### config.mk
export PLATFORM = sky130hd
export DESIGN_NAME = sensor_minmax_calibrate_scale_flat
export DESIGN_NICKNAME = d
export VERILOG_FILES = /design/src/design/smcs_pkg.sv /design/src/design/smcs_ifs.sv /design/src/design/sensor_minmax_calibrate_scale.sv /design/src/design/smcs_bound_mem.sv /design/src/design/smcs_divider.sv /design/src/flat_wrapper.sv
export SDC_FILE = /design/constraint.sdc
export NUM_CORES = 1
export LEC_CHECK = 0
export BUFFER_PORTS_ARGS = -buffer_cell sky130_fd_sc_hd__buf_2
export CORE_MARGIN = 1.5
export CORE_UTILIZATION = 44
export DETAILED_ROUTE_END_ITERATION = 8
export PLACE_DENSITY_LB_ADDON = 0.08
export SYNTH_ARGS = -nofsm -noshare
export SYNTH_HDL_FRONTEND = slang
export SYNTH_SLANG_ARGS = --single-unit
### constraint.sdc
create_clock -name clk -period 11.4 [get_ports clk]
set_input_delay 1.71 -clock clk [delete_from_list [all_inputs] [get_ports clk]]
set_output_delay 1.71 -clock clk [all_outputs]
set_load 0.005 [all_outputs]
### src/design/smcs_pkg.sv
`default_nettype none
// ----------------------------------------------------------------------------
// smcs_pkg
// shared types and constants of the sensor min/max calibrate and scale block
// ----------------------------------------------------------------------------
package smcs_pkg;

    // channel and sample geometry
    localparam int NUM_CHANNELS = 10;
    localparam int SAMPLE_BITS  = 12;
    localparam int IDX_W        = (NUM_CHANNELS > 1) ? $clog2(NUM_CHANNELS) : 1;

    // field widths of the transactions
    localparam int CMD_W   = 2;
    localparam int CH_W    = 4;
    localparam int RAW_W   = 12;
    localparam int SCALE_W = 16;

    // configuration port
    localparam int CFG_IDX_W  = 1;
    localparam int CFG_DATA_W = 16;
    localparam int TICK_W     = 16;

    // divider geometry: dividend is (raw - low) * full_scale
    localparam int PROD_W = SAMPLE_BITS + SCALE_W;
    localparam int QUOT_W = SCALE_W;

    localparam logic [SAMPLE_BITS-1:0] SAMPLE_MAX = {SAMPLE_BITS{1'b1}};

    localparam logic [TICK_W-1:0]  DURATION_RESET   = TICK_W'(10000);
    localparam logic [SCALE_W-1:0] FULL_SCALE_RESET = SCALE_W'(1000);

    typedef enum logic [CMD_W-1:0] {
        CMD_SAMPLE = 2'd0,
        CMD_START  = 2'd1,
        CMD_END    = 2'd2,
        CMD_TICK   = 2'd3
    } cmd_t;

    typedef enum logic [CFG_IDX_W-1:0] {
        REG_DURATION   = 1'b0,
        REG_FULL_SCALE = 1'b1
    } cfg_reg_t;

    typedef struct packed {
        logic [SAMPLE_BITS-1:0] hi;
        logic [SAMPLE_BITS-1:0] lo;
    } bound_entry_t;

    typedef struct packed {
        logic         en;
        logic [IDX_W-1:0] addr;
        bound_entry_t data;
    } mem_wr_t;

    typedef struct packed {
        logic start;
        logic done;
    } div_ctrl_t;

    localparam bound_entry_t BOUND_RESET = '{hi: '0, lo: SAMPLE_MAX};

endpackage
`default_nettype wire

### src/design/smcs_ifs.sv
`default_nettype none
// ----------------------------------------------------------------------------
// smcs interfaces
// valid/ready channels for sample commands and scaled results
// ----------------------------------------------------------------------------
interface smcs_in_if;
    logic        valid;
    logic        ready;
    logic [1:0]  cmd;
    logic [3:0]  channel;
    logic [11:0] raw_sample;

    modport source (output valid, output cmd, output channel, output raw_sample,
                    input ready);
    modport sink   (input valid, input cmd, input channel, input raw_sample,
                    output ready);
endinterface

interface smcs_out_if;
    logic        valid;
    logic        ready;
    logic [3:0]  out_channel;
    logic [15:0] scaled_value;
    logic        calibrating;
    logic        span_valid;

    modport source (output valid, output out_channel, output scaled_value,
                    output calibrating, output span_valid, input ready);
    modport sink   (input valid, input out_channel, input scaled_value,
                    input calibrating, input span_valid, output ready);
endinterface
`default_nettype wire

### src/design/sensor_minmax_calibrate_scale.sv
`default_nettype none
// ----------------------------------------------------------------------------
// sensor_minmax_calibrate_scale
// multi-channel min/max calibrating normalizer with serial rescale divider
// ----------------------------------------------------------------------------
// steps: a sample passes through bound read, bound update, multiply,
//   divider load, the serial divide and result load; an empty span skips
//   the divider, and the serial divide is the longest step
// flow: one sample at a time; no new transaction is taken until the last
//   sample's result is loaded, and later still while a waiting result holds
//   the sequencer; start, end, tick and out-of-range samples give no result
//   and leave the sequencer idle
// reset: bounds read as low 4095 / high 0, calibration off, tick count zero,
//   duration 10000, full scale 1000; a start transaction clears the bound
//   store at once through its valid bits, so no clearing pass is needed
// ----------------------------------------------------------------------------
module sensor_minmax_calibrate_scale (
    input  wire                                clk,
    input  wire                                rst_n,
    input  wire                                cfg_we,
    input  wire  [smcs_pkg::CFG_IDX_W-1:0]     cfg_index,
    input  wire  [smcs_pkg::CFG_DATA_W-1:0]    cfg_wdata,
    smcs_in_if.sink                            in_ch,
    smcs_out_if.source                         out_ch
);
    import smcs_pkg::*;

    typedef enum logic [2:0] {
        S_IDLE,
        S_LOOKUP,
        S_MUL,
        S_DIV,
        S_DONE
    } state_t;

    // control state
    state_t              state_reg,      state_next;
    logic                cal_active_reg, cal_active_next;
    logic [TICK_W-1:0]   ticks_reg,      ticks_next;
    logic [TICK_W-1:0]   dur_reg,        dur_next;
    logic [SCALE_W-1:0]  fs_reg,         fs_next;
    logic                out_valid_reg,  out_valid_next;

    // item payload carried through the steps
    logic [CH_W-1:0]        item_ch_reg;
    logic [SAMPLE_BITS-1:0] item_raw_reg;
    logic                   item_cal_reg;
    logic [SAMPLE_BITS-1:0] diff_reg;
    logic [SAMPLE_BITS-1:0] span_reg;
    logic                   span_ok_reg;
    logic [PROD_W-1:0]      prod_reg;

    // result register
    logic [CH_W-1:0]    out_ch_reg;
    logic [SCALE_W-1:0] out_scaled_reg;
    logic               out_cal_reg;
    logic               out_span_reg;

    // handshake decode
    logic in_fire;
    logic out_free;
    logic sample_ok;
    logic load_out;

    // bound store
    mem_wr_t      bound_wr;
    logic         rd_en;
    logic         bound_clear;
    bound_entry_t rd_bound;

    // bound update and clamp on the word read back
    logic [SAMPLE_BITS-1:0] lo_new;
    logic [SAMPLE_BITS-1:0] hi_new;
    logic [SAMPLE_BITS-1:0] clamped;
    logic                   span_ok;

    logic [TICK_W-1:0] ticks_inc;

    div_ctrl_t          div_req;
    div_ctrl_t          div_rsp;
    logic [QUOT_W-1:0]  quotient;

    assign in_ch.ready = (state_reg == S_IDLE);
    assign in_fire     = in_ch.valid && in_ch.ready;
    assign out_free    = !out_valid_reg || out_ch.ready;
    assign sample_ok   = (in_ch.cmd == CMD_SAMPLE) &&
                         (in_ch.channel < CH_W'(NUM_CHANNELS));
    assign load_out    = (state_reg == S_DONE) && out_free;

    assign rd_en       = in_fire && sample_ok;
    assign bound_clear = in_fire && (in_ch.cmd == CMD_START);

    // calibration widens the bounds to take in the sample; the sample is clamped to the bounds
    always_comb
    begin
        lo_new = rd_bound.lo;
        hi_new = rd_bound.hi;
        if (item_cal_reg && (item_raw_reg < rd_bound.lo))
        begin
            lo_new = item_raw_reg;
        end
        if (item_cal_reg && (item_raw_reg > rd_bound.hi))
        begin
            hi_new = item_raw_reg;
        end
        span_ok = (hi_new > lo_new);
        clamped = item_raw_reg;
        if (item_raw_reg < lo_new)
        begin
            clamped = lo_new;
        end
        else if (item_raw_reg > hi_new)
        begin
            clamped = hi_new;
        end
    end

    // write back every looked-up entry; unchanged outside calibration
    assign bound_wr = '{en:   (state_reg == S_LOOKUP),
                        addr: IDX_W'(item_ch_reg),
                        data: '{hi: hi_new, lo: lo_new}};

    assign ticks_inc = (ticks_reg == {TICK_W{1'b1}}) ? ticks_reg
                                                       : ticks_reg + TICK_W'(1);

    assign div_req = '{start: (state_reg == S_MUL) && span_ok_reg, done: 1'b0};

    // next-state logic for the sequencer and control registers
    always_comb
    begin
        state_next      = state_reg;
        cal_active_next = cal_active_reg;
        ticks_next      = ticks_reg;
        dur_next        = dur_reg;
        fs_next         = fs_reg;
        out_valid_next  = out_valid_reg;

        if (out_valid_reg && out_ch.ready)
        begin
            out_valid_next = 1'b0;
        end

        if (cfg_we)
        begin
            case (cfg_reg_t'(cfg_index))
                REG_DURATION:   dur_next = cfg_wdata;
                REG_FULL_SCALE: fs_next  = cfg_wdata;
                default:        ;
            endcase
        end

        case (state_reg)
            S_IDLE:
            begin
                if (in_fire)
                begin
                    case (cmd_t'(in_ch.cmd))
                        CMD_SAMPLE:
                        begin
                            if (sample_ok)
                            begin
                                state_next = S_LOOKUP;
                            end
                        end
                        CMD_START:
                        begin
                            cal_active_next = 1'b1;
                            ticks_next      = '0;
                        end
                        CMD_END:
                        begin
                            cal_active_next = 1'b0;
                        end
                        CMD_TICK:
                        begin
                            if (cal_active_reg)
                            begin
                                ticks_next = ticks_inc;
                                if (ticks_inc >= dur_reg)
                                begin
                                    cal_active_next = 1'b0;
                                end
                            end
                        end
                        default: ;
                    endcase
                end
            end
            S_LOOKUP:
            begin
                state_next = S_MUL;
            end
            S_MUL:
            begin
                // an empty span skips the divider and reports full scale
                state_next = span_ok_reg ? S_DIV : S_DONE;
            end
            S_DIV:
            begin
                if (div_rsp.done)
                begin
                    state_next = S_DONE;
                end
            end
            S_DONE:
            begin
                if (out_free)
                begin
                    state_next     = S_IDLE;
                    out_valid_next = 1'b1;
                end
            end
            default:
            begin
                state_next = S_IDLE;
            end
        endcase
    end

    always_ff @(posedge clk or negedge rst_n)
    begin
        if (!rst_n)
        begin
            state_reg      <= S_IDLE;
            cal_active_reg <= 1'b0;
            ticks_reg      <= '0;
            dur_reg        <= DURATION_RESET;
            fs_reg         <= FULL_SCALE_RESET;
            out_valid_reg  <= 1'b0;
        end
        else
        begin
            state_reg      <= state_next;
            cal_active_reg <= cal_active_next;
            ticks_reg      <= ticks_next;
            dur_reg        <= dur_next;
            fs_reg         <= fs_next;
            out_valid_reg  <= out_valid_next;
        end
    end

    // payload path
    always_ff @(posedge clk)
    begin
        if (rd_en)
        begin
            item_ch_reg  <= in_ch.channel;
            item_raw_reg <= in_ch.raw_sample[SAMPLE_BITS-1:0];
            item_cal_reg <= cal_active_reg;
        end
        if (state_reg == S_LOOKUP)
        begin
            diff_reg    <= clamped - lo_new;
            span_reg    <= hi_new - lo_new;
            span_ok_reg <= span_ok;
        end
        if (state_reg == S_LOOKUP)
        begin
            prod_reg <= '0;
        end
        else if (state_reg == S_MUL)
        begin
            prod_reg <= PROD_W'(diff_reg) * PROD_W'(fs_reg);
        end
        if (load_out)
        begin
            out_ch_reg     <= item_ch_reg;
            out_scaled_reg <= span_ok_reg ? (fs_reg - quotient) : fs_reg;
            out_cal_reg    <= item_cal_reg;
            out_span_reg   <= span_ok_reg;
        end
    end

    // the product is registered in S_MUL; the divider latches it in the
    // following cycle through a delayed start
    div_ctrl_t div_start_reg;
    always_ff @(posedge clk or negedge rst_n)
    begin
        if (!rst_n)
        begin
            div_start_reg <= '0;
        end
        else
        begin
            div_start_reg <= div_req;
        end
    end

    smcs_bound_mem u_bound_mem (
        .clk     (clk),
        .rst_n   (rst_n),
        .clear   (bound_clear),
        .wr      (bound_wr),
        .rd_en   (rd_en),
        .rd_addr (IDX_W'(in_ch.channel)),
        .rd_data (rd_bound)
    );

    smcs_divider u_divider (
        .clk      (clk),
        .rst_n    (rst_n),
        .ctrl_in  (div_start_reg),
        .ctrl_out (div_rsp),
        .dividend (prod_reg),
        .divisor  (span_reg),
        .quotient (quotient)
    );

    assign out_ch.valid        = out_valid_reg;
    assign out_ch.out_channel  = out_ch_reg;
    assign out_ch.scaled_value = out_scaled_reg;
    assign out_ch.calibrating  = out_cal_reg;
    assign out_ch.span_valid   = out_span_reg;

    // divider finishes only while the sequencer waits on it
    a_div_done_in_div: assert property (@(posedge clk) disable iff (!rst_n)
        div_rsp.done |-> (state_reg == S_DIV))
        else $error("divider done outside divide step");

    // bound store is never written and cleared in the same cycle
    a_no_wr_on_clear: assert property (@(posedge clk) disable iff (!rst_n)
        bound_clear |-> !bound_wr.en)
        else $error("bound write collides with clear");

    // an empty span always reports full scale
    a_empty_span_full: assert property (@(posedge clk) disable iff (!rst_n)
        (out_ch.valid && !out_ch.span_valid) |-> (out_ch.scaled_value == fs_reg))
        else $error("empty span result is not full scale");

    // a result never exceeds full scale
    a_result_bounded: assert property (@(posedge clk) disable iff (!rst_n)
        out_ch.valid |-> (out_ch.scaled_value <= fs_reg))
        else $error("scaled result above full scale");

endmodule
`default_nettype wire

### src/design/smcs_bound_mem.sv
`default_nettype none
// ----------------------------------------------------------------------------
// smcs_bound_mem
// per-channel low/high bound store, registered read, valid bits
// ----------------------------------------------------------------------------
module smcs_bound_mem (
    input  wire                           clk,
    input  wire                           rst_n,
    input  wire                           clear,
    input  smcs_pkg::mem_wr_t             wr,
    input  wire                           rd_en,
    input  wire  [smcs_pkg::IDX_W-1:0]    rd_addr,
    output smcs_pkg::bound_entry_t        rd_data
);
    import smcs_pkg::*;

    bound_entry_t            mem [NUM_CHANNELS];
    logic [NUM_CHANNELS-1:0] valid_reg;
    bound_entry_t            rd_data_reg;
    logic                    rd_hit_reg;

    // entry valid bits, cleared by reset and by a calibration start
    always_ff @(posedge clk or negedge rst_n)
    begin
        if (!rst_n)
        begin
            valid_reg  <= '0;
            rd_hit_reg <= 1'b0;
        end
        else
        begin
            if (clear)
            begin
                valid_reg <= '0;
            end
            else if (wr.en)
            begin
                valid_reg[wr.addr] <= 1'b1;
            end
            if (rd_en)
            begin
                rd_hit_reg <= valid_reg[rd_addr];
            end
        end
    end

    always_ff @(posedge clk)
    begin
        if (wr.en)
        begin
            mem[wr.addr] <= wr.data;
        end
        if (rd_en)
        begin
            rd_data_reg <= mem[rd_addr];
        end
    end

    assign rd_data = rd_hit_reg ? rd_data_reg : BOUND_RESET;

endmodule
`default_nettype wire

### src/design/smcs_divider.sv
`default_nettype none
// ----------------------------------------------------------------------------
// smcs_divider
// restoring serial divider, one quotient bit per cycle while busy
// ----------------------------------------------------------------------------
module smcs_divider (
    input  wire                              clk,
    input  wire                              rst_n,
    input  smcs_pkg::div_ctrl_t              ctrl_in,
    output smcs_pkg::div_ctrl_t              ctrl_out,
    input  wire  [smcs_pkg::PROD_W-1:0]      dividend,
    input  wire  [smcs_pkg::SAMPLE_BITS-1:0] divisor,
    output logic [smcs_pkg::QUOT_W-1:0]      quotient
);
    import smcs_pkg::*;

    localparam int CNT_W = $clog2(QUOT_W + 1);

    logic [SAMPLE_BITS-1:0] rem_reg;
    logic [QUOT_W-1:0]      work_reg;
    logic [SAMPLE_BITS-1:0] div_reg;
    logic [CNT_W-1:0]       cnt_reg;
    logic                   busy_reg;
    logic                   done_reg;

    logic [SAMPLE_BITS:0]   trial;
    logic                   ge;
    logic [SAMPLE_BITS:0]   diff;

    // quotient fits QUOT_W bits, so the top bits of the dividend are already
    // below the divisor and seed the partial remainder directly
    always_comb
    begin
        trial = {rem_reg, work_reg[QUOT_W-1]};
        ge    = (trial >= {1'b0, div_reg});
        diff  = trial - {1'b0, div_reg};
    end

    always_ff @(posedge clk or negedge rst_n)
    begin
        if (!rst_n)
        begin
            busy_reg <= 1'b0;
            done_reg <= 1'b0;
            cnt_reg  <= '0;
        end
        else
        begin
            done_reg <= 1'b0;
            if (ctrl_in.start)
            begin
                busy_reg <= 1'b1;
                cnt_reg  <= CNT_W'(QUOT_W);
            end
            else if (busy_reg)
            begin
                cnt_reg <= cnt_reg - CNT_W'(1);
                if (cnt_reg == CNT_W'(1))
                begin
                    busy_reg <= 1'b0;
                    done_reg <= 1'b1;
                end
            end
        end
    end

    always_ff @(posedge clk)
    begin
        if (ctrl_in.start)
        begin
            rem_reg  <= dividend[PROD_W-1 -: SAMPLE_BITS];
            work_reg <= dividend[QUOT_W-1:0];
            div_reg  <= divisor;
        end
        else if (busy_reg)
        begin
            rem_reg  <= ge ? diff[SAMPLE_BITS-1:0] : trial[SAMPLE_BITS-1:0];
            work_reg <= {work_reg[QUOT_W-2:0], ge};
        end
    end

    assign ctrl_out = '{start: 1'b0, done: done_reg};
    assign quotient = work_reg;

endmodule
`default_nettype wire

### src/flat_wrapper.sv
// flat-port wrapper written by rule: the top's interface ports become plain ports
module sensor_minmax_calibrate_scale_flat import smcs_pkg::*;
  (clk, rst_n, cfg_we, cfg_index, cfg_wdata, in_ch_valid, in_ch_cmd, in_ch_channel, in_ch_raw_sample, in_ch_ready, out_ch_valid, out_ch_out_channel, out_ch_scaled_value, out_ch_calibrating, out_ch_span_valid, out_ch_ready);
  smcs_in_if in_ch_i ();
  smcs_out_if out_ch_i ();
  input  wire clk;
  input  wire rst_n;
  input  wire cfg_we;
  input  wire  [smcs_pkg::CFG_IDX_W-1:0] cfg_index;
  input  wire  [smcs_pkg::CFG_DATA_W-1:0] cfg_wdata;
  input wire logic [$bits(in_ch_i.valid)-1:0] in_ch_valid;
  input wire logic [$bits(in_ch_i.cmd)-1:0] in_ch_cmd;
  input wire logic [$bits(in_ch_i.channel)-1:0] in_ch_channel;
  input wire logic [$bits(in_ch_i.raw_sample)-1:0] in_ch_raw_sample;
  output wire logic [$bits(in_ch_i.ready)-1:0] in_ch_ready;
  output wire logic [$bits(out_ch_i.valid)-1:0] out_ch_valid;
  output wire logic [$bits(out_ch_i.out_channel)-1:0] out_ch_out_channel;
  output wire logic [$bits(out_ch_i.scaled_value)-1:0] out_ch_scaled_value;
  output wire logic [$bits(out_ch_i.calibrating)-1:0] out_ch_calibrating;
  output wire logic [$bits(out_ch_i.span_valid)-1:0] out_ch_span_valid;
  input wire logic [$bits(out_ch_i.ready)-1:0] out_ch_ready;
  assign in_ch_i.valid = in_ch_valid;
  assign in_ch_i.cmd = in_ch_cmd;
  assign in_ch_i.channel = in_ch_channel;
  assign in_ch_i.raw_sample = in_ch_raw_sample;
  assign in_ch_ready = in_ch_i.ready;
  assign out_ch_valid = out_ch_i.valid;
  assign out_ch_out_channel = out_ch_i.out_channel;
  assign out_ch_scaled_value = out_ch_i.scaled_value;
  assign out_ch_calibrating = out_ch_i.calibrating;
  assign out_ch_span_valid = out_ch_i.span_valid;
  assign out_ch_i.ready = out_ch_ready;
  sensor_minmax_calibrate_scale u_core (.clk(clk), .rst_n(rst_n), .cfg_we(cfg_we), .cfg_index(cfg_index), .cfg_wdata(cfg_wdata), .in_ch(in_ch_i), .out_ch(out_ch_i));
endmodule
==> key figures <==
Hold path
  • Hold crit path type: reg2reg
  • Hold Startpoint: u_core.span_reg[5]$_DFFE_PP_
  • Hold Crit Endpoint: u_core.u_divider.div_reg[5]$_DFFE_PP_
  • Hold Path Depth: 0

Finish
  • # fillers: ~5.8k
  • Layout area overhead: 10.66%
  • # diodes: 0
  • Multi-input logic area: 13190 um^2
  • Max reg flops: between 200 and 250
  • Register area: 13430 um^2
  • Layout cells sized above 1: 13.13%
  • Nets: 2775

Floorplanning
  • DIE HEIGHT: ~250 um
  • Die area: 64910 um^2
  • Num ports: 64
  • # rows: 92
  • Core area: 62850 um^2
  • Initial Utilization: approximately 44%
  • Die Wd: 254.8 um

Timing
  • Unrepaired setup endpoints after global routing: no
  • Final period utilization: a little over two thirds
  • Worst-margin pin slew: 1.232 ns
  • Hold Vio Cnt, Final: 0
  • Tmin final: 7.955 ns
  • Relative slew slack: 17.00%
  • Worst Skew: roughly 0.017 ns
  • Fmax: 125.7 MHz
  • Post-route setup TNS: 0 ns
  • Final setup violation count: 0
  • Max-slew violation count: 0

GRT
  • Largest net degree at the start of global routing: 65
  • Total track usage: 22.59%
  • Overflow after GRT: 0
  • Vias in the first global route: 18.50k
  • Initial antenna violation count: 2
  • First-pass GRT wire length: 109.6 mm

Job
  • Max Cap Violations: 0

Clocking
  • TritonCTS clock tree: done
  • Cells resized by post-CTS repair: 0
  • CTS Buf Count: 51
  • H-tree depth: 2
  • # hold bufs at CTS: 0
  • Clock buffer depth: 3
  • Post-CTS Setup Repair Bufs: 0
  • Clock slew at reported path FFs: 0.06 ns
  • Root Buffer: clkbuf_16
  • Clock tree sinks: 468
  • Clk Latency, worst-skew pair: approximately 0.6 ns

Synth
  • Cells after Synth: 2351
  • Synth warn: 0
  • Post-Syn Area per Cell: approximately 12 um^2
  • Syn Nets: 2714
  • Cell Area, Synth: 27890 um^2
  • Area share of the leading cell type in the synthesized netlist: 39.62%
  • Synth area leaders: edfxtp_1, fa_1, ha_1
  • Count leader, synth: edfxtp_1
  • Register area share after synthesis: 48.14%
  • Async set or reset register ratio after synthesis: 15.38%
  • Leading area contributor after synthesis: edfxtp_1
  • Top_reg_cell synth: edfxtp_1
  • Yosys reg bits: 468
  • Yosys cell types: 69
  • Synth top cells by count: edfxtp_1, nand2_1, inv_1, ha_1, fa_1
  • Number of synthesized flops with an enable pin: 368

Route
  • DRC: 0
  • DR pass1 iterations: 5
  • Routed Wire Length: 71.88 mm
  • Vias/cell: 5.393
  • Vias: approximately 18k
  • Wire per inst: 21.79 um
  • DR iter-0 viols: 1047
  • Routed Antenna Nets: 0

Critical path
  • R2r setup slk: 3.45 ns
  • CP arrival: 8.29 ns
  • Reg2reg path depth: 33
  • Critical Path Max Stage Delay: 0.94 ns
  • CP max-delay cell: dfrtp_1
  • Worst-path fanout max: 27
  • Most Frequent Cell on Critical Path: o21ai_0
  • CP Class: reg2reg
  • Crit end category: flop
  • CP Launch Type: flop
  • RR Endpoint: u_core.diff_reg[11]$_DFFE_PP_
  • R2R Path Start: u_core.u_bound_mem.rd_hit_reg$_DFFE_PN0P_
  • Critical path required time: 11.74 ns

Placed design
  • Final GP Congestion: 0.9025
  • # port buffers: 63
  • Post-DP HPWL: 49.33 mm

Run status
  • Status: complete, no violations
worst max-delay path: cells and delay by family, from the launching register on:
family / cells / cell delay, ns
compound gates: 16 / 2.65
simple gates: 9 / 2.08
fa+ha+maj: 3 / 0.97
flops: 1 / 0.94
buf+inv: 3 / 0.64
mux: 1 / 0.23
xor+xnor: 1 / 0.15
worst max-delay path by stage:
stage	start	endpoint	slack, ns	depth (start not counted)
2_1_floorplan	u_core.u_bound_mem.rd_hit_reg$_DFFE_PN0P_	u_core.diff_reg[10]$_DFFE_PP_	4.70	34
3_3_place_gp	u_core.u_bound_mem.rd_hit_reg$_DFFE_PN0P_	u_core.diff_reg[10]$_DFFE_PP_	3.73	31
3_5_place_dp	u_core.u_bound_mem.rd_hit_reg$_DFFE_PN0P_	u_core.diff_reg[11]$_DFFE_PP_	3.59	32
4_1_cts	u_core.u_bound_mem.rd_hit_reg$_DFFE_PN0P_	u_core.diff_reg[11]$_DFFE_PP_	3.55	33
5_1_grt	u_core.u_bound_mem.rd_hit_reg$_DFFE_PN0P_	u_core.diff_reg[10]$_DFFE_PP_	2.74	33
6_report	u_core.u_bound_mem.rd_hit_reg$_DFFE_PN0P_	u_core.diff_reg[11]$_DFFE_PP_	3.45	33
logic make-up (layout without fill, tap and decap cells):
family | Yosys count | after routing | share of synthesized area, %
XOR/XNOR | 67 | 67 | 2.104
buffers and inverters | 347 | 449 | 4.692
adder cells (fa/ha/maj) | 323 | 323 | 18.37
AND/OR/NAND/NOR | 629 | 629 | 10.58
AO/OA/AOI/OAI | 381 | 381 | 8.752
flip-flops | 468 | 468 | 48.14
multiplexers | 136 | 136 | 7.366
layer usage:
layer	global-route usage, %	vias up	wire, um
li1	-	8364	-
met1	29.50	8981	31230
met2	39.25	335	36130
met3	3.266	112	2788
met4	6.137	0	1738
met5	0	-	0
per-stage QoR:
step | hold WS [ns] | area [um^2] | util [%] | setup slack, ns | instances
after detailed placement | 0.4045 | 29220 | 46.50 | 3.586 | 3205
after global routing | 0.4275 | 30870 | 49.11 | 2.738 | 3299
after global placement | 0.4078 | 29220 | 46.50 | 3.731 | 3205
final | 0.4168 | 30870 | 49.11 | 3.445 | 3299
after floorplan | 0.4003 | 27890 | - | 4.700 | 2351
after CTS | 0.4185 | 30870 | 49.11 | 3.547 | 3299
final cells by class:
cell class | count | share of cell area [%]
Clock inverter | 29 | 0.9161
Clock buffer | 65 | 4.402
Sequential cell | 468 | 43.50
Inverter | 258 | 3.138
Timing Repair Buffer | 97 | 1.865
Multi-Input combinational cell | 1536 | 42.75
Tap cell | 846 | 3.429
cells in the final DEF (no fill, tap or decap), types with 16 or more instances in the layout:
master / count
nand3_1: 24
a211oi_1: 33
o21ai_0: 97
xnor2_1: 42
and2_1: 61
a21oi_1: 104
dfxtp_1: 28
edfxtp_1: 368
nand2_1: 299
clkbuf_16: 51
o21a_1: 20
nor3_1: 22
xor2_1: 25
buf_4: 36
mux2i_1: 32
nor2_1: 72
nor2b_1: 57
fa_1: 144
nand4_1: 17
inv_1: 256
mux4_2: 50
buf_2: 61
a21o_1: 31
mux2_2: 54
ha_1: 179
nand2b_1: 16
dfrtp_1: 60
Power is left out: the tool's default activity adds up to more than one toggle a clock period on the data nets, which glitch-free logic cannot reach.
